### config.mk
export PLATFORM = sky130hd
export DESIGN_NAME = rgbc_color_classifier
export DESIGN_NICKNAME = d
export VERILOG_FILES = /design/src/hw/rtl/rgbc_pkg.sv /design/src/hw/rtl/rgbc_front.sv /design/src/hw/rtl/rgbc_queue.sv /design/src/hw/rtl/rgbc_back.sv /design/src/hw/rtl/rgbc_color_classifier.sv
export SDC_FILE = /design/constraint.sdc
export NUM_CORES = 2
export LEC_CHECK = 0
export ABC_AREA = 0
export BUFFER_PORTS_ARGS = -buffer_cell sky130_fd_sc_hd__buf_2
export CAP_MARGIN = 20
export CORE_MARGIN = 1.5
export CORE_UTILIZATION = 60
export CTS_CLUSTER_SIZE = 40
export DETAILED_ROUTE_END_ITERATION = 16
export MAX_ROUTING_LAYER = met4
export PLACE_DENSITY = 0.74
export SLEW_MARGIN = 20
export SYNTH_ARGS = -nofsm -noshare
export SYNTH_HDL_FRONTEND = slang
export SYNTH_SLANG_ARGS = --single-unit
### constraint.sdc
create_clock -name aclk -period 14.5 [get_ports aclk]
set_input_delay 1.45 -clock aclk [delete_from_list [all_inputs] [get_ports aclk]]
set_output_delay 1.45 -clock aclk [all_outputs]
set_load 0.02 [all_outputs]
### src/hw/rtl/rgbc_pkg.sv
`timescale 1ns / 1ps

package rgbc_pkg;

    localparam int SAMPLE_WIDTH = 16;
    localparam int SHARE_W      = 10;
    localparam int TOTAL_W      = SAMPLE_WIDTH + 2;
    localparam int NUM_W        = SAMPLE_WIDTH + SHARE_W;
    localparam int TRIAL_W      = TOTAL_W + SHARE_W;
    localparam int BIT_W        = $clog2(SHARE_W);
    localparam int CLEAR_W      = 16;
    localparam int QUEUE_DEPTH  = 4;
    localparam int QPTR_W       = $clog2(QUEUE_DEPTH);
    localparam int QCNT_W       = $clog2(QUEUE_DEPTH + 1);
    localparam int NUM_CHAN     = 3;
    localparam int CHAN_W       = $clog2(NUM_CHAN);

    localparam logic [SHARE_W-1:0] PER_MILLE    = SHARE_W'(1000);
    localparam logic [SHARE_W-1:0] GB_MARGIN    = SHARE_W'(70);
    localparam logic [SHARE_W-1:0] YEL_MIN      = SHARE_W'(330);
    localparam logic [SHARE_W-1:0] YEL_BLUE_MAX = SHARE_W'(280);

    localparam int CODE_W = 3;

    typedef enum logic [CODE_W-1:0] {
        COLOR_NONE    = 3'd0,
        COLOR_RED     = 3'd1,
        COLOR_GREEN   = 3'd2,
        COLOR_BLUE    = 3'd3,
        COLOR_YELLOW  = 3'd4,
        COLOR_WHITE   = 3'd5,
        COLOR_UNKNOWN = 3'd6
    } color_code_t;

    typedef enum logic [2:0] {
        REG_MIN_CLEAR       = 3'd0,
        REG_WHITE_MIN_CLEAR = 3'd1,
        REG_WHITE_LOW       = 3'd2,
        REG_WHITE_HIGH      = 3'd3,
        REG_RED_MIN         = 3'd4,
        REG_RED_MARGIN      = 3'd5,
        REG_GREEN_MIN       = 3'd6,
        REG_BLUE_MIN        = 3'd7
    } reg_index_t;

    typedef struct packed {
        logic [CLEAR_W-1:0] min_clear;
        logic [CLEAR_W-1:0] white_min_clear;
        logic [SHARE_W-1:0] white_low;
        logic [SHARE_W-1:0] white_high;
        logic [SHARE_W-1:0] red_min;
        logic [SHARE_W-1:0] red_margin;
        logic [SHARE_W-1:0] green_min;
        logic [SHARE_W-1:0] blue_min;
    } cfg_t;

    typedef struct packed {
        logic                    none;
        logic                    bright;
        logic [SAMPLE_WIDTH-1:0] red;
        logic [SAMPLE_WIDTH-1:0] green;
        logic [SAMPLE_WIDTH-1:0] blue;
        logic [TOTAL_W-1:0]      total;
    } sample_t;

    typedef enum logic [1:0] {
        BK_IDLE,
        BK_DIV,
        BK_RULES
    } back_state_t;

endpackage

### src/hw/rtl/rgbc_front.sv
`timescale 1ns / 1ps

module rgbc_front
    import rgbc_pkg::*;
(
    input  logic        s_tvalid,
    output logic        s_tready,
    input  logic [63:0] s_tdata,
    input  cfg_t        cfg,
    input  logic        q_full,
    output logic        q_push,
    output sample_t     q_entry
);

    logic [SAMPLE_WIDTH-1:0] clear_s;
    logic [SAMPLE_WIDTH-1:0] red_s;
    logic [SAMPLE_WIDTH-1:0] green_s;
    logic [SAMPLE_WIDTH-1:0] blue_s;
    logic [TOTAL_W-1:0]      total;
    logic [CLEAR_W-1:0]      clear_ext;

    assign clear_s = s_tdata[SAMPLE_WIDTH-1:0];
    assign red_s   = s_tdata[16 +: SAMPLE_WIDTH];
    assign green_s = s_tdata[32 +: SAMPLE_WIDTH];
    assign blue_s  = s_tdata[48 +: SAMPLE_WIDTH];

    assign clear_ext = CLEAR_W'(clear_s);
    assign total = TOTAL_W'(red_s) + TOTAL_W'(green_s) + TOTAL_W'(blue_s);

    assign s_tready = !q_full;
    assign q_push   = s_tvalid && !q_full;

    always_comb begin
        q_entry.none   = (clear_ext < cfg.min_clear) || (total == '0);
        q_entry.bright = clear_ext > cfg.white_min_clear;
        q_entry.red    = red_s;
        q_entry.green  = green_s;
        q_entry.blue   = blue_s;
        q_entry.total  = total;
    end

endmodule

### src/hw/rtl/rgbc_queue.sv
`timescale 1ns / 1ps

module rgbc_queue
    import rgbc_pkg::*;
(
    input  logic    aclk,
    input  logic    aresetn,
    input  logic    push,
    input  sample_t push_data,
    output logic    full,
    input  logic    pop,
    output logic    head_valid,
    output sample_t head_data
);

    sample_t             mem_reg [QUEUE_DEPTH];
    logic [QPTR_W-1:0]   wr_ptr_reg, wr_ptr_next;
    logic [QPTR_W-1:0]   rd_ptr_reg, rd_ptr_next;
    logic [QCNT_W-1:0]   count_reg, count_next;

    assign full       = count_reg == QCNT_W'(QUEUE_DEPTH);
    assign head_valid = count_reg != '0;
    assign head_data  = mem_reg[rd_ptr_reg];

    always_comb begin
        wr_ptr_next = wr_ptr_reg + QPTR_W'(push);
        rd_ptr_next = rd_ptr_reg + QPTR_W'(pop);
        count_next  = count_reg + QCNT_W'(push) - QCNT_W'(pop);
    end

    always_ff @(posedge aclk) begin
        if (!aresetn) begin
            wr_ptr_reg <= '0;
            rd_ptr_reg <= '0;
            count_reg  <= '0;
        end else begin
            wr_ptr_reg <= wr_ptr_next;
            rd_ptr_reg <= rd_ptr_next;
            count_reg  <= count_next;
        end
    end

    always_ff @(posedge aclk) begin
        if (push) begin
            mem_reg[wr_ptr_reg] <= push_data;
        end
    end

endmodule

### src/hw/rtl/rgbc_back.sv
`timescale 1ns / 1ps

module rgbc_back
    import rgbc_pkg::*;
(
    input  logic       aclk,
    input  logic       aresetn,
    input  cfg_t       cfg,
    input  logic       q_valid,
    input  sample_t    q_data,
    output logic       q_pop,
    output logic       m_tvalid,
    input  logic       m_tready,
    output logic [7:0] m_tdata
);

    back_state_t         state_reg, state_next;
    logic [NUM_W-1:0]    num_reg [NUM_CHAN];
    logic [SHARE_W-1:0]  share_reg [NUM_CHAN];
    logic [TOTAL_W-1:0]  total_reg;
    logic                none_reg;
    logic                bright_reg;
    logic [CHAN_W-1:0]   chan_reg;
    logic [BIT_W-1:0]    bit_reg;
    logic                out_valid_reg;
    color_code_t         out_code_reg;

    logic                load;
    logic                div_step;
    logic                emit;
    logic                out_free;
    logic                last_step;

    logic [TRIAL_W-1:0]  trial;
    logic [TRIAL_W-1:0]  num_ext;
    logic                fits;
    logic [TRIAL_W-1:0]  diff;

    logic [SHARE_W-1:0]  rs, gs, bs;
    logic                white_hit, red_hit, green_hit, blue_hit, yellow_hit;
    color_code_t         code;

    assign out_free  = !out_valid_reg || m_tready;
    assign last_step = (bit_reg == '0) && (chan_reg == CHAN_W'(NUM_CHAN - 1));

    // one quotient bit per cycle, the quotient is known to fit in SHARE_W bits
    assign trial   = TRIAL_W'(total_reg) << bit_reg;
    assign num_ext = TRIAL_W'(num_reg[chan_reg]);
    assign fits    = num_ext >= trial;
    assign diff    = num_ext - trial;

    always_comb begin
        state_next = state_reg;
        unique case (state_reg)
            BK_IDLE: begin
                if (q_valid) begin
                    state_next = q_data.none ? BK_RULES : BK_DIV;
                end
            end
            BK_DIV: begin
                if (last_step) begin
                    state_next = BK_RULES;
                end
            end
            BK_RULES: begin
                if (out_free) begin
                    state_next = BK_IDLE;
                end
            end
            default: state_next = BK_IDLE;
        endcase
    end

    always_comb begin
        load     = 1'b0;
        div_step = 1'b0;
        emit     = 1'b0;
        unique case (state_reg)
            BK_IDLE:  load     = q_valid;
            BK_DIV:   div_step = 1'b1;
            BK_RULES: emit     = out_free;
            default: begin
                load = 1'b0;
            end
        endcase
    end

    assign q_pop = load;

    always_comb begin
        rs = share_reg[0];
        gs = share_reg[1];
        bs = share_reg[2];
        white_hit = bright_reg
            && (rs > cfg.white_low) && (rs < cfg.white_high)
            && (gs > cfg.white_low) && (gs < cfg.white_high)
            && (bs > cfg.white_low) && (bs < cfg.white_high);
        red_hit = (rs > cfg.red_min)
            && ({1'b0, rs} > ({1'b0, gs} + {1'b0, cfg.red_margin}))
            && ({1'b0, rs} > ({1'b0, bs} + {1'b0, cfg.red_margin}));
        green_hit = (gs > cfg.green_min)
            && ({1'b0, gs} > ({1'b0, rs} + {1'b0, GB_MARGIN}))
            && ({1'b0, gs} > ({1'b0, bs} + {1'b0, GB_MARGIN}));
        blue_hit = (bs > cfg.blue_min)
            && ({1'b0, bs} > ({1'b0, rs} + {1'b0, GB_MARGIN}))
            && ({1'b0, bs} > ({1'b0, gs} + {1'b0, GB_MARGIN}));
        yellow_hit = (rs > YEL_MIN) && (gs > YEL_MIN) && (bs < YEL_BLUE_MAX);
        priority if (none_reg) begin
            code = COLOR_NONE;
        end else if (white_hit) begin
            code = COLOR_WHITE;
        end else if (red_hit) begin
            code = COLOR_RED;
        end else if (green_hit) begin
            code = COLOR_GREEN;
        end else if (blue_hit) begin
            code = COLOR_BLUE;
        end else if (yellow_hit) begin
            code = COLOR_YELLOW;
        end else begin
            code = COLOR_UNKNOWN;
        end
    end

    always_ff @(posedge aclk) begin
        if (!aresetn) begin
            state_reg     <= BK_IDLE;
            out_valid_reg <= 1'b0;
        end else begin
            state_reg <= state_next;
            if (emit) begin
                out_valid_reg <= 1'b1;
            end else if (m_tready) begin
                out_valid_reg <= 1'b0;
            end
        end
    end

    always_ff @(posedge aclk) begin
        if (load) begin
            num_reg[0] <= NUM_W'(q_data.red) * NUM_W'(PER_MILLE);
            num_reg[1] <= NUM_W'(q_data.green) * NUM_W'(PER_MILLE);
            num_reg[2] <= NUM_W'(q_data.blue) * NUM_W'(PER_MILLE);
            total_reg  <= q_data.total;
            none_reg   <= q_data.none;
            bright_reg <= q_data.bright;
            chan_reg   <= '0;
            bit_reg    <= BIT_W'(SHARE_W - 1);
        end else if (div_step) begin
            share_reg[chan_reg][bit_reg] <= fits;
            if (fits) begin
                num_reg[chan_reg] <= diff[NUM_W-1:0];
            end
            if (bit_reg == '0) begin
                chan_reg <= chan_reg + CHAN_W'(1);
                bit_reg  <= BIT_W'(SHARE_W - 1);
            end else begin
                bit_reg <= bit_reg - BIT_W'(1);
            end
        end
        if (emit) begin
            out_code_reg <= code;
        end
    end

    assign m_tvalid = out_valid_reg;
    assign m_tdata  = {{(8 - CODE_W){1'b0}}, out_code_reg};

endmodule

### src/hw/rtl/rgbc_color_classifier.sv
`timescale 1ns / 1ps

// Colour classifier for one clear/red/green/blue sample per input transaction.
// The front end takes a transaction whenever its four-entry queue has room,
// flags dark or zero-sum samples and forms red+green+blue; the back end scales
// each colour to parts per thousand with one shared shift-subtract divider
// (one quotient bit a cycle, ten bits a channel) and then applies the white,
// red, green, blue and yellow rules in that order. A lit sample goes through
// load, divider steps and rule check in the back end, a dark or zero-sum one
// skips the divider, and no new sample is taken until the last one leaves the
// rule check. Results wait in an output register, so the queue keeps filling
// while a result is stalled. The eight threshold registers sit on the APB port
// at byte addresses 0 to 28 and should only be written while the block is idle.

module rgbc_color_classifier
    import rgbc_pkg::*;
(
    input  logic        aclk,
    input  logic        aresetn,
    input  logic        s_tvalid,
    output logic        s_tready,
    // clear_count [15:0], red_count [31:16], green_count [47:32], blue_count [63:48]
    input  logic [63:0] s_tdata,
    output logic        m_tvalid,
    input  logic        m_tready,
    // color_code [2:0], zero [7:3]
    output logic [7:0]  m_tdata,
    input  logic        psel,
    input  logic        penable,
    input  logic        pwrite,
    input  logic [4:0]  paddr,
    input  logic [31:0] pwdata,
    output logic [31:0] prdata,
    output logic        pready
);

    cfg_t       cfg_reg;
    reg_index_t reg_idx;
    logic       cfg_write;

    logic       q_push;
    logic       q_full;
    logic       q_pop;
    logic       q_valid;
    sample_t    q_entry;
    sample_t    q_head;

    assign pready    = 1'b1;
    assign reg_idx   = reg_index_t'(paddr[4:2]);
    assign cfg_write = psel && penable && pwrite;

    always_ff @(posedge aclk) begin
        if (!aresetn) begin
            cfg_reg.min_clear       <= CLEAR_W'(80);
            cfg_reg.white_min_clear <= CLEAR_W'(600);
            cfg_reg.white_low       <= SHARE_W'(250);
            cfg_reg.white_high      <= SHARE_W'(400);
            cfg_reg.red_min         <= SHARE_W'(430);
            cfg_reg.red_margin      <= SHARE_W'(80);
            cfg_reg.green_min       <= SHARE_W'(400);
            cfg_reg.blue_min        <= SHARE_W'(390);
        end else if (cfg_write) begin
            unique case (reg_idx)
                REG_MIN_CLEAR:       cfg_reg.min_clear       <= pwdata[CLEAR_W-1:0];
                REG_WHITE_MIN_CLEAR: cfg_reg.white_min_clear <= pwdata[CLEAR_W-1:0];
                REG_WHITE_LOW:       cfg_reg.white_low       <= pwdata[SHARE_W-1:0];
                REG_WHITE_HIGH:      cfg_reg.white_high      <= pwdata[SHARE_W-1:0];
                REG_RED_MIN:         cfg_reg.red_min         <= pwdata[SHARE_W-1:0];
                REG_RED_MARGIN:      cfg_reg.red_margin      <= pwdata[SHARE_W-1:0];
                REG_GREEN_MIN:       cfg_reg.green_min       <= pwdata[SHARE_W-1:0];
                REG_BLUE_MIN:        cfg_reg.blue_min        <= pwdata[SHARE_W-1:0];
                default: begin
                    cfg_reg <= cfg_reg;
                end
            endcase
        end
    end

    always_comb begin
        unique case (reg_idx)
            REG_MIN_CLEAR:       prdata = 32'(cfg_reg.min_clear);
            REG_WHITE_MIN_CLEAR: prdata = 32'(cfg_reg.white_min_clear);
            REG_WHITE_LOW:       prdata = 32'(cfg_reg.white_low);
            REG_WHITE_HIGH:      prdata = 32'(cfg_reg.white_high);
            REG_RED_MIN:         prdata = 32'(cfg_reg.red_min);
            REG_RED_MARGIN:      prdata = 32'(cfg_reg.red_margin);
            REG_GREEN_MIN:       prdata = 32'(cfg_reg.green_min);
            REG_BLUE_MIN:        prdata = 32'(cfg_reg.blue_min);
            default:             prdata = '0;
        endcase
    end

    rgbc_front u_front (
        .s_tvalid (s_tvalid),
        .s_tready (s_tready),
        .s_tdata  (s_tdata),
        .cfg      (cfg_reg),
        .q_full   (q_full),
        .q_push   (q_push),
        .q_entry  (q_entry)
    );

    rgbc_queue u_queue (
        .aclk       (aclk),
        .aresetn    (aresetn),
        .push       (q_push),
        .push_data  (q_entry),
        .full       (q_full),
        .pop        (q_pop),
        .head_valid (q_valid),
        .head_data  (q_head)
    );

    rgbc_back u_back (
        .aclk     (aclk),
        .aresetn  (aresetn),
        .cfg      (cfg_reg),
        .q_valid  (q_valid),
        .q_data   (q_head),
        .q_pop    (q_pop),
        .m_tvalid (m_tvalid),
        .m_tready (m_tready),
        .m_tdata  (m_tdata)
    );

endmodule
# Word level (Yosys, flattened, before mapping)
# Memories as Yosys holds them, arrays and structs flattened. A register that Yosys moved wholly into a read port is not among the register bits.
# Index checks and enable logic that the tools add are counted.
dict set report op_classes {
  add_sub_neg 14
  multipliers 3
  div 0
  order_cmp 23
  eq_ne 14
  shifts 1
  muxes 36
  bitwise 0
  n_reduce_logical 41
}
# op count
set op_table {}
lappend op_table {{$pmux W32 S8} 1}
lappend op_table {{$mul A16 B7 Y23 const B} 3}
lappend op_table {{$gt A10 B11 Y1} 6}
lappend op_table {{$gt A10 B10 Y1} 6}
lappend op_table {{$add A10 B7 Y11 const B} 3}
lappend op_table {{$lt A10 B10 Y1} 3}
lappend op_table {{$ge A26 B28 Y1} 1}
lappend op_table {{$shl A18 B4 Y28} 1}
lappend op_table {{$mux W26} 1}
lappend op_table {{$reduce_or A26 Y1} 1}
lappend op_table {{$sub A26 B26 Y26} 1}
lappend op_table {{$add A10 B10 Y11} 2}
lappend op_table {{$gt A10 B9 Y1 const B} 2}
lappend op_table {{$logic_and A1 B1 Y1} 19}
lappend op_table {{$add A18 B16 Y18} 1}
lappend op_table {{$logic_not A18 Y1} 1}
lappend op_table {{$mux W2} 9}
lappend op_table {{$reduce_and A2 Y1} 9}
lappend op_table {{$add A16 B16 Y17} 1}
lappend op_table {{$mux W1} 17}
lappend op_table {{$gt A16 B16 Y1} 1}
lappend op_table {{$lt A16 B16 Y1} 1}
lappend op_table {{$eq A3 B3 Y1 const B} 5}
lappend op_table {{$mux W3} 4}
lappend op_table {{26 further kinds} 33}
dict set report word_totals {
  reg_bits 131
  latchBits 0
  ram_bits 380
  mem_bits_ro 0
  input_bits 108
  output_inout_bits 43
  word_cells 155
  mem_count 3
}
# memory words word_bits read_ports rd_ports_with_merged_regs wr line_no
set mem_list {}
lappend mem_list {u_queue.mem_reg 4 68 1 1 1 rgbc_queue.sv:16} ;# sample_t mem_reg [QUEUE_DEPTH];
lappend mem_list {u_back.num_reg 3 26 1 1 3 rgbc_back.sv:18} ;# logic [NUM_W-1:0] num_reg [NUM_CHAN];
lappend mem_list {u_back.share_reg 3 10 3 0 1 rgbc_back.sv:19} ;# logic [SHARE_W-1:0] share_reg [NUM_CHAN];

# Longest topological paths before layout
# An unclocked memory read counts as a cell.
dict set report depth {
  word_depth 9
  ltp_mapped 21
  mapped_depth_nobuf 19
}

# Cells and area by module
# Synthesis repeated with hierarchy kept, for this count alone.
dict set report unflattened {
  hier_cells 3345
  hier_area_um2 38241.7
}
# module instances cells_each area_per_inst_um2 seq_area_each_um2
set modules_own_cells {}
lappend modules_own_cells {rgbc_back 1 2131 21398.0 4934.7}
lappend modules_own_cells {rgbc_queue 1 389 10176.0 8308.0}
lappend modules_own_cells {rgbc_color_classifier 1 558 4458.0 1841.8}
lappend modules_own_cells {rgbc_front 1 267 2209.6 0.0}

# Worst setup path before layout
# OpenSTA, ideal clock, no wires.
dict set report synth_path {
  kind {in2reg}
  from {in s_tvalid}
  to {mem u_queue.mem_reg[1][0] (netlist name), enable pin}
  setup_ps 592
  arrival_ps 6512
  required_ps 13908
  setup_slack_ps 7396
  cell_stages 2
  n_path_buf 0
  path_cell_list {nand2_1 -> nor3b_1}
}
dict set report synth_via {
  elab_chain_len 3
}
# element line_no
set synth_lines {}
lappend synth_lines {{start: declaration} rgbc_color_classifier.sv:20} ;# input logic s_tvalid,
lappend synth_lines {{$logic_and A1 B1 Y1} rgbc_front.sv:31} ;# assign q_push = s_tvalid && !q_full;
lappend synth_lines {{$mux W1} rgbc_queue.sv:44} ;# if (push) begin
lappend synth_lines {{$mux W1 (not written as such)} rgbc_queue.sv:45} ;# mem_reg[wr_ptr_reg] <= push_data;
lappend synth_lines {{end: declaration} rgbc_queue.sv:16}
# No other way between the ends.

==> flow_metrics.py <==
metrics = {
    "critical_path": {
        "crit_top_cell": "fa_1",
        "cp-start-kind": "flip-flop",
        "crit_required_ns": 14.86,
        "worstPathArrival_ns": 7.59,
        "path_cells": "buf_4 > mux4_2 > inv_1 > fa_1 > fa_1 > fa_1 > fa_1 > inv_1 > ha_1 > a211oi_1 > nor2_1 > o311ai_2 > a21oi_1 > a211oi_1 > a21oi_1 > xor2_1 > mux2_1",
        "reg2reg_to": "u_back.num_reg[0][24]",
        "end_kind": "flip-flop",
        "cp_slowest_cell": "buf_4",
        "worstPathMaxFanout": 40,
        "critPathKind": "reg -> reg",
        "timing.rr.start": "u_queue.rd_ptr_reg[0]",
        "rr_worst_depth": 17,
        "rrSetupSlack_ns": 7.27,
        "max_stage_delay_ns": 0.76,
    },
    "grt": {
        "grt_antenna_before_repair": 17,
        "grtUsageMet3": 0.0392,
        "grt_pass1_vias": 27522,
        "top_usage_layer": "met2",
        "grt_use_met2": 0.550,
        "grt_pass1_wl_mm": 155,
        "grt_start_max_net_pins": 103,
        "use_met1": 0.347,
        "grt_use_total": 0.316,
        "overflow": 0,
    },
    "cells_and_area": {
        "nFillCells": 4717,
        "ff_latch_area_mm2": 0.0151,
        "largest_reg_flops": 272,
        "final_cell_mix": "edfxtp_1 (429), ha_1 (425), inv_1 (385)",
        "finalNetCount": 4162,
        "syn2layout_area_growth_pct": 8.38,
        "multiInputGateArea_mm2": 0.0213,
        "drive_gt1_frac": 0.118,
        "final_common_cell": "edfxtp_1",
    },
    "sta": {
        "max_freq_mhz": 138,
        "rsz0062_at_grt": "false",
        "fin_setup_tns_ns": 0,
        "min_period_over_period": 0.499,
        "skew_ns": 0.0459,
        "tightest_slew_ns": 1.03,
        "finalSetupViolCount": 0,
        "slew_viol_final": 0,
        "max-slew-margin-rel": 0.312,
        "finalHoldViolCount": 0,
        "worst_slack_ns": 7.27,
        "min_period_ns": 7.23,
    },
    "floorplan": {
        "fp.dieH_um": 256,
        "core_area_mm2": 0.0631,
        "ios": 151,
        "core.rowCount": 92,
        "dieArea_mm2": 0.0654,
        "die_w_um": 256,
        "start_util": 0.608,
    },
    "min_path": {
        "hold_path.class": "reg -> reg",
        "min_path_cells": 2,
        "hp-start": "cfg_reg[58]",
        "whs_endpoint": "cfg_reg[58]",
    },
    "clock_network": {
        "htreeDepth": 2,
        "cts-root-buf": "clkbuf_16",
        "hold_buffers": 0,
        "cts_sinks": 539,
        "clkTransAtPathRegs_ns": 0.06,
        "cts_buffers": 56,
        "cts_resized": 0,
        "clk_path_buf_depth": 3,
        "postCtsSetupRepairBufs": 0,
        "cts_tree": "yes",
        "insertion_delay_ns": 0.63,
    },
    "route": {
        "routed-via-count": 26792,
        "drt_iter0_drc": 2025,
        "drc": 0,
        "antenna_left": 0,
        "wire_per_inst_um": 22.9,
        "viasPerCell": 6.14,
        "drt-pass1-iter-count": 6,
        "wirelength_mm": 100,
    },
    "place": {
        "place_hpwl_mm": 75.7,
        "post-place-ws_ns": 7.29,
        "io_buffers": 110,
        "gp_congestion": 1.00,
    },
    "synth": {
        "syn_area_mm2": 0.0383,
        "post_synth_inst_count": 3369,
        "synth.distinct_cells": 87,
        "ys_ff_latch": 539,
        "synth-edff-count": 429,
        "yosysSeqAreaShare": 0.393,
        "synth.avg_cell_area_um2": 11.4,
        "synthFlopType": "edfxtp_1",
        "async_reset_ff_frac": 0,
        "yosys_warnings": 0,
    },
    "flow_run": {
        "drv_cap": 0,
    },
    "outcome": {
        "outcome": "finished clean",
    },
}
-- metal layers --
metal,wire (µm),up-vias,part of all wire
li1,-,12314,-
met1,36900,13259,0.37
met2,51200,921,0.51
met3,5150,298,0.051
met4,6710,0,0.067
met5,0,-,0
-- through the flow --
step           cell area, µm²  hold WS [ns]  std cells  utilization
5_1_grt                 41600         0.492       4362        0.659
4_1_cts                 41500         0.470       4348        0.658
6_report                41600         0.470       4362        0.659
3_5_place_dp            39600         0.463       4249        0.628
2_1_floorplan           38400         0.443       3389            -
3_3_place_gp            39600         0.452       4249        0.628
-- how the worst max path moves through the flow --
stage,startpoint,cells past startpoint,to,slack [ns]
2_1_floorplan,s_tvalid,2,u_queue.mem_reg[1][0],7.40
4_1_cts,u_queue.rd_ptr_reg[0],17,u_back.num_reg[0][24],7.26
3_3_place_gp,u_queue.rd_ptr_reg[0],17,u_back.num_reg[0][24],7.39
3_5_place_dp,u_queue.rd_ptr_reg[0],17,u_back.num_reg[0][24],7.29
5_1_grt,u_queue.rd_ptr_reg[0],17,u_back.num_reg[0][24],6.79
6_report,u_queue.rd_ptr_reg[0],17,u_back.num_reg[0][24],7.27
-- Yosys cell counts (48+ instances only) --
| cell | count | area (µm²) |
|---|---|---|
| clkbuf_1 | 59 | 221 |
| fa_1 | 168 | 3360 |
| nand2_1 | 269 | 1010 |
| o21ai_0 | 111 | 556 |
| edfxtp_1 | 429 | 12900 |
| nor3_1 | 55 | 275 |
| ha_1 | 425 | 5320 |
| xor2_1 | 53 | 464 |
| a21oi_1 | 158 | 791 |
| dfxtp_1 | 110 | 2200 |
| mux2i_1 | 59 | 591 |
| nand3_1 | 51 | 255 |
| mux4_2 | 104 | 2340 |
| xnor2_1 | 82 | 718 |
| nor2_1 | 154 | 578 |
| mux2_2 | 48 | 541 |
| inv_1 | 385 | 1450 |
| a21boi_0 | 61 | 458 |
-- cell families (layout without fill, tap and decap cells) --
| group | after synthesis | after routing | synth area share |
|---|---|---|---|
| AO/OA/AOI/OAI | 621 | 621 | 0.108 |
| flip-flops | 539 | 539 | 0.393 |
| XOR/XNOR | 135 | 135 | 0.0308 |
| buffers and inverters | 502 | 615 | 0.0534 |
| multiplexers | 226 | 226 | 0.0950 |
| other | 2 | 36 | 0.000196 |
| AND/OR/NAND/NOR | 751 | 751 | 0.0926 |
| adder cells (fa/ha/maj) | 593 | 593 | 0.226 |
-- critical path, delay by kind of cell, from the launching register on --
family,cells,cell delay (ns)
DFF,1,0.74
xor gates and xnor gates,1,0.18
buffers and inverters,3,1.07
AOI/OAI and AO/OA,5,1.40
muxes,2,0.95
and+or+nand+nor,1,0.14
adders and majority gates,5,2.37
-- final cells by class --
cell class | instances | share of cell area
Multi-Input combinational cell | 2348 | 0.513
Sequential cell | 539 | 0.363
Clock buffer | 72 | 0.0378
Inverter | 385 | 0.0348
Tap cell | 846 | 0.0255
Timing Repair Buffer | 131 | 0.0170
Clock inverter | 27 | 0.00807
Antenna cell | 14 | 0.000843
Power is left out: the tool's default activity adds up to more than one toggle a clock period on the data nets, which glitch-free logic cannot reach.
